### config.mk
export PLATFORM = sky130hd
export DESIGN_NAME = utf8_to_ascii_transliterator_unit_flat
export DESIGN_NICKNAME = d
export VERILOG_FILES = /design/src/rtl/core/u2a_pkg.sv /design/src/rtl/core/u2a_text_if.sv /design/src/rtl/core/u2a_char_if.sv /design/src/rtl/core/u2a_cfg_if.sv /design/src/rtl/core/u2a_match.sv /design/src/rtl/core/u2a_result_fifo.sv /design/src/rtl/core/utf8_to_ascii_transliterator_unit.sv /design/src/flat_wrapper.sv
export SDC_FILE = /design/constraint.sdc
export NUM_CORES = 1
export LEC_CHECK = 0
export BUFFER_PORTS_ARGS = -buffer_cell sky130_fd_sc_hd__buf_4
export CAP_MARGIN = 20
export CORE_ASPECT_RATIO = 0.8
export CORE_MARGIN = 2
export CORE_UTILIZATION = 45
export DETAILED_ROUTE_END_ITERATION = 6
export PLACE_DENSITY = 0.64
export SYNTH_ARGS = -nofsm -noshare
export SYNTH_HDL_FRONTEND = slang
export SYNTH_SLANG_ARGS = --single-unit
### constraint.sdc
create_clock -name clk -period 4.2 [get_ports clk]
set_input_delay 0.42 -clock clk [delete_from_list [all_inputs] [get_ports clk]]
set_output_delay 0.42 -clock clk [all_outputs]
set_load 0.005 [all_outputs]
### src/rtl/core/u2a_pkg.sv
// package: widths, reset map, lead and entry length helpers, result types
`timescale 1ns / 1ps
`default_nettype none

package u2a_pkg;

    localparam int BYTE_W              = 8;
    localparam int SEQ_W               = 32;
    localparam int SEQ_BYTES           = SEQ_W / BYTE_W;
    localparam int ENTRY_W             = 40;
    localparam int LEN_W               = 3;
    localparam int NUM_REGS            = 4;
    localparam int MAP_ENTRIES_DEFAULT = 4;
    localparam int CFG_INDEX_W         = 8;
    localparam int QUEUE_DEPTH         = 4;

    localparam logic [BYTE_W-1:0] UNKNOWN_CHAR = 8'h3F;
    localparam logic [BYTE_W-1:0] TERM_CHAR    = 8'h00;

    localparam logic [BYTE_W-1:0] LEAD2_MASK = 8'hE0;
    localparam logic [BYTE_W-1:0] LEAD2_CODE = 8'hC0;
    localparam logic [BYTE_W-1:0] LEAD3_MASK = 8'hF0;
    localparam logic [BYTE_W-1:0] LEAD3_CODE = 8'hE0;
    localparam logic [BYTE_W-1:0] LEAD4_MASK = 8'hF8;
    localparam logic [BYTE_W-1:0] LEAD4_CODE = 8'hF0;

    // CE A1 -> a, CE A9 -> e, CE B3 -> u, E2 80 99 -> apostrophe
    localparam logic [ENTRY_W-1:0] MAP_RESET [NUM_REGS] = '{
        40'h61_0000_A1CE,
        40'h65_0000_A9CE,
        40'h75_0000_B3CE,
        40'h27_0099_80E2
    };

    typedef struct packed {
        logic [BYTE_W-1:0] out_char;
        logic              end_of_text;
    } result_t;

    typedef struct packed {
        logic [1:0] count;
        result_t    first;
        result_t    second;
    } push_t;

    function automatic logic [LEN_W-1:0] lead_length(input logic [BYTE_W-1:0] b);
        logic [LEN_W-1:0] len;
        if ((b & LEAD2_MASK) == LEAD2_CODE)
        begin
            len = LEN_W'(2);
        end
        else if ((b & LEAD3_MASK) == LEAD3_CODE)
        begin
            len = LEN_W'(3);
        end
        else if ((b & LEAD4_MASK) == LEAD4_CODE)
        begin
            len = LEN_W'(4);
        end
        else
        begin
            len = LEN_W'(1);
        end
        return len;
    endfunction

    // count of bytes before the first zero byte
    function automatic logic [LEN_W-1:0] entry_length(input logic [SEQ_W-1:0] e);
        logic [LEN_W-1:0] len;
        if (e[7:0] == 8'h00)
        begin
            len = LEN_W'(0);
        end
        else if (e[15:8] == 8'h00)
        begin
            len = LEN_W'(1);
        end
        else if (e[23:16] == 8'h00)
        begin
            len = LEN_W'(2);
        end
        else if (e[31:24] == 8'h00)
        begin
            len = LEN_W'(3);
        end
        else
        begin
            len = LEN_W'(4);
        end
        return len;
    endfunction

endpackage

`default_nettype wire

### src/rtl/core/u2a_text_if.sv
// interface: incoming utf-8 text byte channel
`timescale 1ns / 1ps
`default_nettype none

interface u2a_text_if;
    logic       valid;
    logic       ready;
    logic [7:0] text_byte;

    modport source (output valid, output text_byte, input ready);
    modport sink (input valid, input text_byte, output ready);
endinterface

`default_nettype wire

### src/rtl/core/u2a_char_if.sv
// interface: outgoing ascii character channel
`timescale 1ns / 1ps
`default_nettype none

interface u2a_char_if;
    logic       valid;
    logic       ready;
    logic [7:0] out_char;
    logic       end_of_text;

    modport source (output valid, output out_char, output end_of_text, input ready);
    modport sink (input valid, input out_char, input end_of_text, output ready);
endinterface

`default_nettype wire

### src/rtl/core/u2a_cfg_if.sv
// interface: map entry register write channel
`timescale 1ns / 1ps
`default_nettype none

interface u2a_cfg_if;
    logic        valid;
    logic        ready;
    logic [7:0]  index;
    logic [39:0] data;

    modport source (output valid, output index, output data, input ready);
    modport sink (input valid, input index, input data, output ready);
endinterface

`default_nettype wire

### src/rtl/core/u2a_match.sv
// map lookup: parallel compare of a collected sequence against all entries
`timescale 1ns / 1ps
`default_nettype none

module u2a_match #(
    parameter int N_ENTRIES = u2a_pkg::NUM_REGS
) (
    input  wire logic [u2a_pkg::SEQ_W-1:0]  entry_bytes [N_ENTRIES],
    input  wire logic [u2a_pkg::BYTE_W-1:0] entry_chars [N_ENTRIES],
    input  wire logic [u2a_pkg::LEN_W-1:0]  entry_lens  [N_ENTRIES],
    input  wire logic [u2a_pkg::SEQ_W-1:0]  seq_bytes,
    input  wire logic [u2a_pkg::LEN_W-1:0]  seq_len,
    output logic      [u2a_pkg::BYTE_W-1:0] match_char
);
    import u2a_pkg::*;

    logic [N_ENTRIES-1:0] hit;

    always_comb
    begin
        for (int k = 0; k < N_ENTRIES; k++)
        begin
            hit[k] = (entry_lens[k] == seq_len);
            for (int i = 0; i < SEQ_BYTES; i++)
            begin
                // bytes past the sequence length are don't care
                if ((entry_bytes[k][i*BYTE_W +: BYTE_W] != seq_bytes[i*BYTE_W +: BYTE_W])
                    && (LEN_W'(i) < seq_len))
                begin
                    hit[k] = 1'b0;
                end
            end
        end
    end

    // first matching entry wins
    always_comb
    begin
        match_char = UNKNOWN_CHAR;
        for (int k = N_ENTRIES - 1; k >= 0; k--)
        begin
            if (hit[k])
            begin
                match_char = entry_chars[k];
            end
        end
    end

endmodule

`default_nettype wire

### src/rtl/core/u2a_result_fifo.sv
// result queue: takes up to two results a cycle, hands out one
`timescale 1ns / 1ps
`default_nettype none

module u2a_result_fifo #(
    parameter int DEPTH = u2a_pkg::QUEUE_DEPTH
) (
    input  wire logic             clk,
    input  wire logic             rst_n,
    input  wire u2a_pkg::push_t   push,
    input  wire logic             pop,
    output logic                  out_valid,
    output u2a_pkg::result_t      head,
    output logic                  room
);
    import u2a_pkg::*;

    localparam int PTR_W = $clog2(DEPTH);
    localparam int CNT_W = $clog2(DEPTH + 1);

    result_t            mem [DEPTH];
    logic [PTR_W-1:0]   wr_ptr_reg;
    logic [PTR_W-1:0]   wr_ptr_next;
    logic [PTR_W-1:0]   rd_ptr_reg;
    logic [PTR_W-1:0]   rd_ptr_next;
    logic [CNT_W-1:0]   count_reg;
    logic [CNT_W-1:0]   count_next;
    logic [PTR_W-1:0]   wr_ptr_plus1;

    assign wr_ptr_plus1 = wr_ptr_reg + PTR_W'(1);
    assign out_valid    = (count_reg != CNT_W'(0));
    assign head         = mem[rd_ptr_reg];
    // an item may bring two results
    assign room         = (count_reg <= CNT_W'(DEPTH - 2));

    always_comb
    begin
        wr_ptr_next = wr_ptr_reg + PTR_W'(push.count);
        rd_ptr_next = pop ? rd_ptr_reg + PTR_W'(1) : rd_ptr_reg;
        count_next  = count_reg + CNT_W'(push.count) - CNT_W'(pop);
    end

    always_ff @(posedge clk or negedge rst_n)
    begin
        if (!rst_n)
        begin
            wr_ptr_reg <= '0;
            rd_ptr_reg <= '0;
            count_reg  <= '0;
        end
        else
        begin
            wr_ptr_reg <= wr_ptr_next;
            rd_ptr_reg <= rd_ptr_next;
            count_reg  <= count_next;
        end
    end

    always_ff @(posedge clk)
    begin
        if (push.count != 2'd0)
        begin
            mem[wr_ptr_reg] <= push.first;
        end
        if (push.count == 2'd2)
        begin
            mem[wr_ptr_plus1] <= push.second;
        end
    end

endmodule

`default_nettype wire

### src/rtl/core/utf8_to_ascii_transliterator_unit.sv
// top level: utf-8 to ascii transliterator with configurable map entries
//
//  channel | role    | payload                    | transaction
//  --------+---------+----------------------------+----------------------------
//  text    | sink    | text_byte                  | valid && ready
//  chars   | source  | out_char, end_of_text      | valid && ready
//  cfg     | sink    | index, data                | valid && ready (always ready)
//
// one text byte is taken per cycle while text ready is high; its results are
// registered in a four entry queue and leave on chars in order
// the map compare is combinational from the sequence registers and the byte
// a zero inside a sequence gives two results; text ready drops while the
// queue has fewer than two free slots
// reset closes any open sequence, empties the queue and reloads the default map
`timescale 1ns / 1ps
`default_nettype none

module utf8_to_ascii_transliterator_unit #(
    parameter int MAP_ENTRIES = u2a_pkg::MAP_ENTRIES_DEFAULT
) (
    input  wire logic  clk,
    input  wire logic  rst_n,
    u2a_cfg_if.sink    cfg,
    u2a_text_if.sink   text,
    u2a_char_if.source chars
);
    import u2a_pkg::*;

    // entries above the register count are not stored and never match
    localparam int STORED = (MAP_ENTRIES < NUM_REGS) ? MAP_ENTRIES : NUM_REGS;

    logic [ENTRY_W-1:0] map_reg     [STORED];
    logic [LEN_W-1:0]   entry_lens  [STORED];
    logic [SEQ_W-1:0]   entry_bytes [STORED];
    logic [BYTE_W-1:0]  entry_chars [STORED];

    logic [SEQ_W-1:0]   seq_reg;
    logic [SEQ_W-1:0]   seq_next;
    logic [LEN_W-1:0]   exp_len_reg;
    logic [LEN_W-1:0]   exp_len_next;
    logic [LEN_W-1:0]   collected_reg;
    logic [LEN_W-1:0]   collected_next;

    logic               cfg_write;
    logic               text_accept;
    logic               fifo_room;
    logic               fifo_valid;
    result_t            fifo_head;
    push_t              push;

    logic [BYTE_W-1:0]  b;
    logic [LEN_W-1:0]   lead_len;
    logic [SEQ_W-1:0]   seq_cat;
    logic [LEN_W-1:0]   collected_inc;
    logic [SEQ_W-1:0]   lookup_bytes;
    logic [LEN_W-1:0]   lookup_len;
    logic [BYTE_W-1:0]  match_char;

    assign cfg.ready   = 1'b1;
    assign cfg_write   = cfg.valid && cfg.ready;
    assign text.ready  = fifo_room;
    assign text_accept = text.valid && text.ready;

    for (genvar k = 0; k < STORED; k++)
    begin : g_map
        always_ff @(posedge clk or negedge rst_n)
        begin
            if (!rst_n)
            begin
                map_reg[k]    <= MAP_RESET[k];
                entry_lens[k] <= entry_length(MAP_RESET[k][SEQ_W-1:0]);
            end
            else if (cfg_write && (cfg.index == CFG_INDEX_W'(k)))
            begin
                map_reg[k]    <= cfg.data;
                entry_lens[k] <= entry_length(cfg.data[SEQ_W-1:0]);
            end
        end
        assign entry_bytes[k] = map_reg[k][SEQ_W-1:0];
        assign entry_chars[k] = map_reg[k][ENTRY_W-1:SEQ_W];
    end

    assign b             = text.text_byte;
    assign lead_len      = lead_length(b);
    assign collected_inc = collected_reg + LEN_W'(1);
    // new byte lands after the bytes already collected
    assign seq_cat       = seq_reg | (SEQ_W'(b) << {collected_reg[1:0], 3'b000});

    always_comb
    begin
        if (exp_len_reg == LEN_W'(0))
        begin
            lookup_bytes = SEQ_W'(b);
            lookup_len   = lead_len;
        end
        else
        begin
            lookup_bytes = seq_cat;
            lookup_len   = exp_len_reg;
        end
    end

    u2a_match #(
        .N_ENTRIES (STORED)
    ) u_match (
        .entry_bytes (entry_bytes),
        .entry_chars (entry_chars),
        .entry_lens  (entry_lens),
        .seq_bytes   (lookup_bytes),
        .seq_len     (lookup_len),
        .match_char  (match_char)
    );

    always_comb
    begin
        seq_next       = seq_reg;
        exp_len_next   = exp_len_reg;
        collected_next = collected_reg;
        push.count     = 2'd0;
        push.first     = '{out_char: match_char, end_of_text: 1'b0};
        push.second    = '{out_char: TERM_CHAR, end_of_text: 1'b1};
        if (text_accept)
        begin
            if (exp_len_reg == LEN_W'(0))
            begin
                if (b == 8'h00)
                begin
                    push.count = 2'd1;
                    push.first = '{out_char: TERM_CHAR, end_of_text: 1'b1};
                end
                else if (!b[BYTE_W-1])
                begin
                    push.count = 2'd1;
                    push.first = '{out_char: b, end_of_text: 1'b0};
                end
                else if (lead_len == LEN_W'(1))
                begin
                    // invalid lead is a one byte sequence, looked up at once
                    push.count = 2'd1;
                end
                else
                begin
                    seq_next       = SEQ_W'(b);
                    exp_len_next   = lead_len;
                    collected_next = LEN_W'(1);
                end
            end
            else if (b == 8'h00)
            begin
                // zero cuts the sequence short: unknown mark, then terminator
                push.count     = 2'd2;
                push.first     = '{out_char: UNKNOWN_CHAR, end_of_text: 1'b0};
                seq_next       = '0;
                exp_len_next   = '0;
                collected_next = '0;
            end
            else if (collected_inc >= exp_len_reg)
            begin
                push.count     = 2'd1;
                seq_next       = '0;
                exp_len_next   = '0;
                collected_next = '0;
            end
            else
            begin
                seq_next       = seq_cat;
                collected_next = collected_inc;
            end
        end
    end

    always_ff @(posedge clk or negedge rst_n)
    begin
        if (!rst_n)
        begin
            seq_reg       <= '0;
            exp_len_reg   <= '0;
            collected_reg <= '0;
        end
        else
        begin
            seq_reg       <= seq_next;
            exp_len_reg   <= exp_len_next;
            collected_reg <= collected_next;
        end
    end

    u2a_result_fifo #(
        .DEPTH (QUEUE_DEPTH)
    ) u_fifo (
        .clk       (clk),
        .rst_n     (rst_n),
        .push      (push),
        .pop       (chars.valid && chars.ready),
        .out_valid (fifo_valid),
        .head      (fifo_head),
        .room      (fifo_room)
    );

    assign chars.valid       = fifo_valid;
    assign chars.out_char    = fifo_head.out_char;
    assign chars.end_of_text = fifo_head.end_of_text;

    a_closed_is_empty: assert property (@(posedge clk) disable iff (!rst_n)
        (exp_len_reg == LEN_W'(0)) |-> (collected_reg == LEN_W'(0)))
        else $error("bytes counted with no sequence open");

    a_open_is_partial: assert property (@(posedge clk) disable iff (!rst_n)
        (exp_len_reg != LEN_W'(0)) |->
        ((collected_reg < exp_len_reg) && (exp_len_reg != LEN_W'(1))))
        else $error("open sequence already complete");

    a_zero_gives_result: assert property (@(posedge clk) disable iff (!rst_n)
        (text_accept && (b == 8'h00)) |=> chars.valid)
        else $error("zero byte left no result");

    a_stall_has_backlog: assert property (@(posedge clk) disable iff (!rst_n)
        !text.ready |-> chars.valid)
        else $error("input stalled with an empty result queue");

endmodule

`default_nettype wire
### src/flat_wrapper.sv
// flat-port wrapper written by rule: the top's interface ports become plain ports
module utf8_to_ascii_transliterator_unit_flat import u2a_pkg::*;
#(
    parameter int MAP_ENTRIES = u2a_pkg::MAP_ENTRIES_DEFAULT
)
  (clk, rst_n, cfg_valid, cfg_index, cfg_data, cfg_ready, text_valid, text_text_byte, text_ready, chars_valid, chars_out_char, chars_end_of_text, chars_ready);
  u2a_cfg_if cfg_i ();
  u2a_text_if text_i ();
  u2a_char_if chars_i ();
  input  wire logic clk;
  input  wire logic rst_n;
  input wire logic [$bits(cfg_i.valid)-1:0] cfg_valid;
  input wire logic [$bits(cfg_i.index)-1:0] cfg_index;
  input wire logic [$bits(cfg_i.data)-1:0] cfg_data;
  output wire logic [$bits(cfg_i.ready)-1:0] cfg_ready;
  input wire logic [$bits(text_i.valid)-1:0] text_valid;
  input wire logic [$bits(text_i.text_byte)-1:0] text_text_byte;
  output wire logic [$bits(text_i.ready)-1:0] text_ready;
  output wire logic [$bits(chars_i.valid)-1:0] chars_valid;
  output wire logic [$bits(chars_i.out_char)-1:0] chars_out_char;
  output wire logic [$bits(chars_i.end_of_text)-1:0] chars_end_of_text;
  input wire logic [$bits(chars_i.ready)-1:0] chars_ready;
  assign cfg_i.valid = cfg_valid;
  assign cfg_i.index = cfg_index;
  assign cfg_i.data = cfg_data;
  assign cfg_ready = cfg_i.ready;
  assign text_i.valid = text_valid;
  assign text_i.text_byte = text_text_byte;
  assign text_ready = text_i.ready;
  assign chars_valid = chars_i.valid;
  assign chars_out_char = chars_i.out_char;
  assign chars_end_of_text = chars_i.end_of_text;
  assign chars_i.ready = chars_ready;
  utf8_to_ascii_transliterator_unit #(.MAP_ENTRIES(MAP_ENTRIES)) u_core (.clk(clk), .rst_n(rst_n), .cfg(cfg_i), .text(text_i), .chars(chars_i));
endmodule
# [After elaboration in Yosys (flattened, before gate mapping)]
# Memory sizes are Yosys's and may differ from the RTL's.
# Index checks and enable logic that the tools add are counted.
[totals] register_bits=217 ram_bits=36 in_bits=61 out_inout_bits=12 word_cells=154 n_memories=1
[op_classes] n_addsub=6 order_cmp=6 n_eq_ne=31 n_shift=1 mux=60 bitwise_logic=1 reduce_logical=34
[memory_table] memory="u_core.u_fifo.mem" words=4 width=9 rd=1 rd_ports_with_merged_regs=0 wr=2 line="u2a_result_fifo.sv:21" rtl="result_t mem [DEPTH];"
[ops] cell="2-to-1 mux 32 bit" n=7
[ops] cell="inequality test 8 bit" n=16
[ops] cell="2-to-1 mux 3 bit" n=20
[ops] cell="logical NOT 8 bit" n=6
[ops] cell="2-to-1 mux 11 bit" n=3
[ops] cell="2-to-1 mux 8 bit" n=4
[ops] cell="OR 32 bit" n=1
[ops] cell="left shift 8 x 5 -> 32 bit" n=1
[ops] cell="logical AND 1 bit" n=22
[ops] cell="2-to-1 mux 1 bit" n=22
[ops] cell="2-to-1 mux 9 bit" n=2
[ops] cell="equality test 8 x 2 -> 1 bit, second input constant" n=2
[ops] cell="equality test 3 bit" n=4
[ops] cell="equality test 8 x 1 -> 1 bit, second input constant" n=1
[ops] cell="less-than comparator 1 x 3 -> 1 bit, first input constant" n=2
[ops] cell="less-than comparator 2 x 3 -> 1 bit, first input constant" n=2
[ops] cell="inequality test 2 bit, second input constant" n=3
[ops] cell="nonzero test 3 bit" n=2
[ops] cell="equality test 5 bit, second input constant" n=1
[ops] cell="AND reduction 5 bit" n=1
[ops] cell="adder 2 x 1 -> 2 bit, second input constant" n=2
[ops] cell="equality test 4 bit, second input constant" n=1
[ops] cell="2-to-1 mux 2 bit" n=2
[ops] cell="AND reduction 4 bit" n=1
[ops] cell="other kinds (11)" n=11

# [Longest topological paths before layout]
# Gate-level depths: netlist of run 1.
[logic_depth] ltp_word=22 mapped_depth=16 mapped_depth_nobuf=14

# [By module]
# From an unflattened synthesis of run 1, not the netlist that was laid out.
[unflattened] cells_unflattened=1057 hier_area_um2=13013.7
[modules_own_cells] module="utf8_to_ascii_transliterator_unit" instances=1 cells_each=655 area_per_inst_um2=8841.0 seq_area_each_um2=5326.4
[modules_own_cells] module="u2a_result_fifo" instances=1 cells_each=126 area_per_inst_um2=2174.6 seq_area_each_um2=1256.2
[modules_own_cells] module="u2a_match" instances=1 cells_each=276 area_per_inst_um2=1998.2 seq_area_each_um2=0.0

# [Worst setup path before layout of run 1]
# Ideal clock, no wire load.
[synth_timing] kind="flip-flop to flip-flop" from="register u_core.collected_reg[0]" to="memory u_core.u_fifo.mem[0][4] (netlist bit)" setup_ns=0.117 arrival_ns=2.991 required_ns=4.083 path_slack_ns=1.092 stages_incl_launch_ff=13 n_path_buf=3 period_less_slack_ns=3.108 path_cell_list="dfrtp_1 -> buf_2 -> buf_6 -> buf_6 -> a31o_2 -> nor4b_1 -> a31oi_1 -> o32a_1 -> o41ai_2 -> nand4_1 -> nor3b_1 -> o311ai_4 -> a32o_1"
[synth_rtl] element="start: declaration" line="utf8_to_ascii_transliterator_unit.sv:41" rtl="logic [LEN_W-1:0] collected_reg;"
[synth_rtl] element="start signal: assignment" line="utf8_to_ascii_transliterator_unit.sv:184" rtl="collected_reg <= collected_next;"
[synth_rtl] element="end: declaration" line="u2a_result_fifo.sv:21"

==> results of run 1 <==
[cells in the final DEF, fill, tap and decap left out, types with 36 or more instances in the layout]
cell and count:
sky130_fd_sc_hd__dfxtp_1 36, sky130_fd_sc_hd__o21ai_0 71, sky130_fd_sc_hd__dfstp_2 57, sky130_fd_sc_hd__nor3_1 38, sky130_fd_sc_hd__xnor2_1 42, sky130_fd_sc_hd__nor2_1 90
sky130_fd_sc_hd__inv_1 38, sky130_fd_sc_hd__a21oi_1 67, sky130_fd_sc_hd__nand2_1 188, sky130_fd_sc_hd__buf_4 110, sky130_fd_sc_hd__mux2_2 123, sky130_fd_sc_hd__dfrtp_1 158
[report_power, final]
group          switching (W)  total [W]  internal, W
Combinational        0.00215    0.00366      0.00151
Clock                0.00102    0.00250      0.00147
Sequential          0.000411    0.00323      0.00281
Total                0.00359    0.00938      0.00579
[critical path: cells and delay by family (launching register included)]
| kind | cells | cell delay, ns |
|---|---|---|
| AOI/OAI and AO/OA | 3 | 0.83 |
| xor gates and xnor gates | 1 | 0.15 |
| DFF | 1 | 0.48 |
| and+or+nand+nor | 5 | 2.32 |
[cells by family (layout without fill, tap and decap cells)]
group,count (synthesis),in the layout,synth area share [%]
AOI/OAI and AO/OA,378,378,19.4
xor gates and xnor gates,63,63,3.77
adders and majority gates,9,9,0.820
buffers and inverters,125,200,3.90
DFF,253,253,42.5
muxes,133,133,10.9
other,1,2,0.0256
and+or+nand+nor,537,537,18.7
[how the worst min path moves through the flow]
stage	slack, ns	from	depth (start not counted)	endpoint
after detailed placement	0.44	u_core.entry_chars[22]$_DFFE_PN1P_	2	u_core.entry_chars[22]$_DFFE_PN1P_
after floorplan	0.12	rst_n	0	u_core.collected_reg[0]$_DFFE_PN0P_
final	-0.02	rst_n	1	u_core.entry_bytes[49]$_DFFE_PN0P_
after CTS	0.02	rst_n	1	u_core.entry_bytes[49]$_DFFE_PN0P_
after global routing	0.07	rst_n	1	u_core.entry_bytes[49]$_DFFE_PN0P_
after global placement	0.44	u_core.entry_chars[22]$_DFFE_PN1P_	2	u_core.entry_chars[22]$_DFFE_PN1P_
[metal layers]
metal  vias up  GRT usage (%)  share of wire (%)
li1       5666              -                  -
met1      6182           39.0                 48
met2       434           38.8                 43
met3        69           3.81                6.7
met4         0           6.31                2.3
met5         -              0                  0
[stage by stage]
step                      util [%]  instances  hold slack (ns)  power, W
after floorplan                  -       1499            0.124   0.00574
after global placement        48.5       1951            0.442   0.00678
after detailed placement      48.5       1951            0.444   0.00686
after CTS                     51.4       2000           0.0155   0.00938
after global routing          51.4       2001           0.0676   0.00990
final                         51.4       2002          -0.0243   0.00938
[area by class of cell]
cell class / instances / area [um2]
fillers: 2911 / 15700
well taps: 427 / 534
clock inverters: 10 / 106
diodes: 1 / 2.50
multi-input cells: 1121 / 7880
repair buffers: 113 / 881
flip-flops and latches: 253 / 6220
clock buffers: 39 / 821
inverters: 38 / 143
==> results.yml, run 1 <==
hold_path:
  min-delay-path-class: "in -> async"
clock_tree:
  clock_tree.htree_level_count: 1
  root_buffer: "sky130_fd_sc_hd__clkbuf_16"
  post_cts_buffers: 0
  tritoncts: "built"
  clock_path_buffers: 3
  cts-buffers-inserted: 27
  cts.clk_slew.worst_paths_ns: 0.06
  cts_sinks: 253
  clk-insertion-delay-late_ns: 0.55
  cts_resized: 0
  holdBufCountCts: 0
timing:
  finalSetupViolCount: 0
  final_critical_path_setup_slack_ns: 0.306
  finalSetupTns_ns: 0
  worst_pin_slew_ns: 1.03
  finalCritPeriodShare_pct: 92.7
  min_period_ns: 3.89
  timing.final.hold_violations: 10
  total_count_of_max_transition_violations_in_the_final_report: 0
  rsz0062_at_grt: "no"
  final.setup_skew_ns: 0.00747
  fmax_mhz: 257
  fin_hold_ws_ns: -0.0243
  maxSlewHeadroom_pct: 31.0
routing:
  via_per_inst: 6.17
  post-route-drc-count: 1
  route.final.wire_length_um: 43500
  antenna_violating_nets_remaining: 0
  routed-via-count: 12351
  avgRoutedWirePerCell_um: 21.7
  detailedRoute.firstIterationViolations: 1309
  drt_pass1_iterations: 7
synth:
  synth_most_common_cell: "sky130_fd_sc_hd__nand2_1"
  async_flop_share_pct: 85.8
  synth_sequential_area_ratio_pct: 42.5
  synth-edff-count: 0
  synth.cells.most_frequent: "sky130_fd_sc_hd__nand2_1 (189), sky130_fd_sc_hd__dfrtp_1 (160), sky130_fd_sc_hd__mux2_2 (123)"
  synth-warning-count: 0
  yosys-top-cells-area: "sky130_fd_sc_hd__dfrtp_1 (27%), sky130_fd_sc_hd__dfstp_2 (10%), sky130_fd_sc_hd__mux2_2 (9.5%)"
  synth_area_per_cell_um2: 9.77
  netlist-cell-type-count: 98
  count_of_mapped_cells_out_of_synthesis: 1499
  synthFlopType: "sky130_fd_sc_hd__dfrtp_1"
  post-synth-top-area-fraction_pct: 27.3
  synth.ff_latch_count: 253
  netlist_area_mm2: 0.0146
  synthesis.nets: 1569
  yosys.area.top_type: "sky130_fd_sc_hd__dfrtp_1"
critical_path:
  critical_path.endpoint: "u_core.u_fifo.mem[0][1]$_SDFFE_PP0P_"
  worst-setup-path-type: "reg -> reg"
  cp_data_arrival_time_ns: 4.34
  timing.rr.start: "u_core.exp_len_reg[0]$_DFFE_PN0P_"
  cp_cell_sequence: "or3_4, a22oi_2, xnor2_1, or4_1, nor4_1, and4_1, or2_4, o311ai_4, a32o_1"
  crit_path_max_cell_delay_ns: 0.59
  r2r_cells: 9
  reg2reg_slack_ns: 0.31
  cp-start-kind: "flip-flop"
  worstPathRequired_ns: 4.65
  master_of_the_slowest_instance_on_the_critical_path: "sky130_fd_sc_hd__or3_4"
  largest_fanout_on_the_critical_path: 26
  critPathLaunch: "u_core.exp_len_reg[0]$_DFFE_PN0P_"
  timing.critical_path.to_type: "flip-flop"
  timing.rr.end: "u_core.u_fifo.mem[0][1]$_SDFFE_PP0P_"
cells_and_area:
  areaGrowthSynthToFinish_pct: 13.3
  final_cell_area_mm2: 0.0166
  largest_register_ff_count: 128
  layout-drive-gt1-share_pct: 25.9
  final_nets: 1624
job:
  drv_cap: 0
power:
  p_leak_nw: 7.06
  vdd_drop_max_mv: 0.259
  power_per_cell_area_mw_per_mm2: 565
global_routing:
  globalRouteOverflowTotal: 0
  grtUsageTotal_pct: 25.8
  grt_first_pass_wirelength_um: 68300
  first_global_vias: 11726
  grt_antenna_before_repair: 0
  grt_max_degree: 127
floorplanning:
  floorplan.core_area_mm2: 0.0323
  ioPinCount: 73
  std_cell_rows: 59
  initial_standard_cell_utilization_of_the_core_pct: 45.4
  floorplan.die.width_um: 206
  die_area_mm2: 0.0340
  floorplan.die.height_um: 165
placement:
  total_placed_instance_area_mm2: 0.0156
  placement.io_buffers: 71
  dpl.hpwl_um: 30300
  dp_slack_ns: 0.212
  gp_routability_congestion: 0.888
outcome:
  status: "complete, but fails checks"
  violations: "design-rule violations, negative hold slack"
Power figures use the tool's default switching activity.
==> run 2: changes to the inputs <==
- RECOVER_POWER: not set -> 100
==> results.yml, run 2 (synthesis results as in run 1) <==
cells_and_area:
  areaGrowthSynthToFinish_pct: 12.4
  layout_common_cells: "sky130_fd_sc_hd__nand2_1 (188), sky130_fd_sc_hd__dfrtp_1 (158), sky130_fd_sc_hd__mux2_2 (123), sky130_fd_sc_hd__nor2_1 (91), sky130_fd_sc_hd__buf_4 (87)"
  final_common_cell: "sky130_fd_sc_hd__nand2_1"
  fillerInstances: 2930
  final_nets: 1624
  largest_register_ff_count: 128
  layout-drive-gt1-share_pct: 25.2
critical_path:
  largest_fanout_on_the_critical_path: 26
  crit_family: "simple AND/OR/NAND/NOR gates"
  stages_on_the_worst_setup_path: 9
  reg2reg_slack_ns: 0.29
  timing.rr.start: "u_core.exp_len_reg[0]$_DFFE_PN0P_"
  crit_path_max_cell_delay_ns: 0.59
  r2r_cells: 9
  cp_data_arrival_time_ns: 4.35
  worstPathRequired_ns: 4.65
  cp_cell_sequence: "or3_4, a22oi_2, xnor2_1, or4_1, nor4_1, and4_1, or2_4, o311ai_2, a32o_1"
  timing.rr.end: "u_core.u_fifo.mem[0][1]$_SDFFE_PP0P_"
  master_of_the_slowest_instance_on_the_critical_path: "sky130_fd_sc_hd__or3_4"
  timing.critical_path.to_type: "flip-flop"
  crit_buf_inv: 0
  cp-start-kind: "flip-flop"
  worst-setup-path-type: "reg -> reg"
floorplanning:
  floorplan.core_area_mm2: 0.0323
  floorplan.die.width_um: 206
  floorplan.die.height_um: 165
  initial_standard_cell_utilization_of_the_core_pct: 45.4
  ioPinCount: 73
  std_cell_rows: 59
  die_area_mm2: 0.0340
global_routing:
  grt_use_met2_pct: 38.8
  grt_max_degree: 127
  met3_routing_resource_usage_after_global_routing_pct: 3.81
  grt_antenna_before_repair: 0
  first_global_vias: 11726
  met1_usage_pct: 39.0
  grtUsageTotal_pct: 25.8
  grt_first_pass_wirelength_um: 68300
  globalRouteOverflowTotal: 0
  gr-max-usage-layer: "met1"
power:
  part_of_the_total_power_dissipated_in_the_clock_network_pct: 26.7
  vdd_drop_max_mv: 0.259
  internal_power_w: 0.00576
  finalPower_w: 0.00934
  power_per_cell_area_mw_per_mm2: 567
  power.switching_w: 0.00357
  seq_power_share_pct: 34.5
  p_leak_nw: 7.00
  power.share.switching_pct: 38.3
  gate_power_share_pct: 38.8
timing:
  fmax_mhz: 256
  finalSetupTns_ns: 0
  finalCritPeriodShare_pct: 93.0
  rsz0062_at_grt: "no"
  maxSlewHeadroom_pct: -119
  worst_pin_slew_ns: 3.29
  finalSetupViolCount: 0
  total_count_of_max_transition_violations_in_the_final_report: 245
  timing.final.hold_violations: 0
  min_period_ns: 3.91
  final.setup_skew_ns: 0.00874
  final_critical_path_setup_slack_ns: 0.294
routing:
  via_per_inst: 6.19
  routed-via-count: 12401
  post-route-drc-count: 0
  route.final.wire_length_um: 43600
  drt_pass1_iterations: 6
  detailedRoute.firstIterationViolations: 1191
  avgRoutedWirePerCell_um: 21.8
  antenna_violating_nets_remaining: 0
clock_tree:
  tritoncts: "built"
  cts-buffers-inserted: 27
  clk-insertion-delay-late_ns: 0.56
  clock_tree.htree_level_count: 1
  clock_path_buffers: 3
  root_buffer: "sky130_fd_sc_hd__clkbuf_16"
  cts_sinks: 253
  cts.clk_slew.worst_paths_ns: 0.07
hold_path:
  whs_path_depth: 3
  min-delay-path-class: "in -> reg"
  holdPathEnd: "u_core.entry_bytes[67]$_DFFE_PN1P_"
  holdCritStartpoint: "cfg_data[3]"
placement:
  dp_slack_ns: 0.212
  gp_routability_congestion: 0.888
  dpl.hpwl_um: 30300
  placement.io_buffers: 71
outcome:
  status: "complete, but fails checks"
  violations: "max-capacitance violations, max-slew violations"
job:
  drv_cap: 5
-- run 2: changes by cell type in the layout (fill, tap and decap cells not counted), sizes merged --
cell / delta
buf: -26
clkbuf: +26
-- run 2: area by class of cell --
type | instances | area, um2 | area share, %
multi-input cells | 1121 | 7830 | 47.6
flip-flops and latches | 253 | 6220 | 37.8
clock buffers | 39 | 821 | 4.99
repair buffers | 113 | 798 | 4.85
well taps | 427 | 534 | 3.25
inverters | 38 | 143 | 0.867
clock inverters | 10 | 106 | 0.646
diodes | 1 | 2.50 | 0.0152
-- run 2: what timing repair did --
item                                    CTS  global route
buffers inserted                          0             0
endpoints found under the setup margin    0            22
hold buffers                              0             0
resized for setup                         0             3
-- run 2: metrics by stage --
step	area [um2]	hold slack, ns	util [%]	cells
floorplan	14600	0.124	-	1499
CTS	16600	0.0155	51.4	2000
global placement	15600	0.442	48.5	1951
finish	16500	0.0826	51.0	2002
detailed placement	15600	0.444	48.5	1951
global route	16500	0.0857	51.0	2001
-- run 2: worst max-delay path by stage --
stage / start / slack, ns / endpoint
floorplan: u_core.collected_reg[0]$_DFFE_PN0P_ / 1.09 / u_core.u_fifo.mem[0][4]$_SDFFE_PP0P_
global placement: u_core.collected_reg[1]$_DFFE_PN0P_ / 0.31 / u_core.u_fifo.mem[0][1]$_SDFFE_PP0P_
detailed placement: u_core.collected_reg[1]$_DFFE_PN0P_ / 0.21 / u_core.u_fifo.mem[0][1]$_SDFFE_PP0P_
CTS: u_core.collected_reg[1]$_DFFE_PN0P_ / 0.19 / u_core.u_fifo.mem[0][1]$_SDFFE_PP0P_
global route: u_core.exp_len_reg[0]$_DFFE_PN0P_ / 0.05 / u_core.u_fifo.mem[0][1]$_SDFFE_PP0P_
finish: u_core.exp_len_reg[0]$_DFFE_PN0P_ / 0.29 / u_core.u_fifo.mem[0][1]$_SDFFE_PP0P_
-- run 2: worst min-delay path, cell delays in order --
cell and delay [ns]:
sky130_fd_sc_hd__buf_4 0.13, sky130_fd_sc_hd__nand2_1 0.05, sky130_fd_sc_hd__nand2_1 0.04
-- run 2: power by group through the flow --
| stage | sequential [W] | combinational (W) | clock (W) |
|---|---|---|---|
| floorplan | 0.00304 | 0.00269 | 0 |
| global placement | 0.00324 | 0.00354 | 0 |
| detailed placement | 0.00325 | 0.00362 | 0 |
| CTS | 0.00321 | 0.00363 | 0.00254 |
| global route | 0.00327 | 0.00395 | 0.00263 |
| finish | 0.00323 | 0.00362 | 0.00249 |
-- run 2: layer usage --
layer  up-vias  routed length, um  share of wire, %
met2       443              18700                43
met5         -                  0                 0
met4         0                991               2.3
met1      6209              20700                48
met3        67               3150               7.2
li1       5682                  -                 -
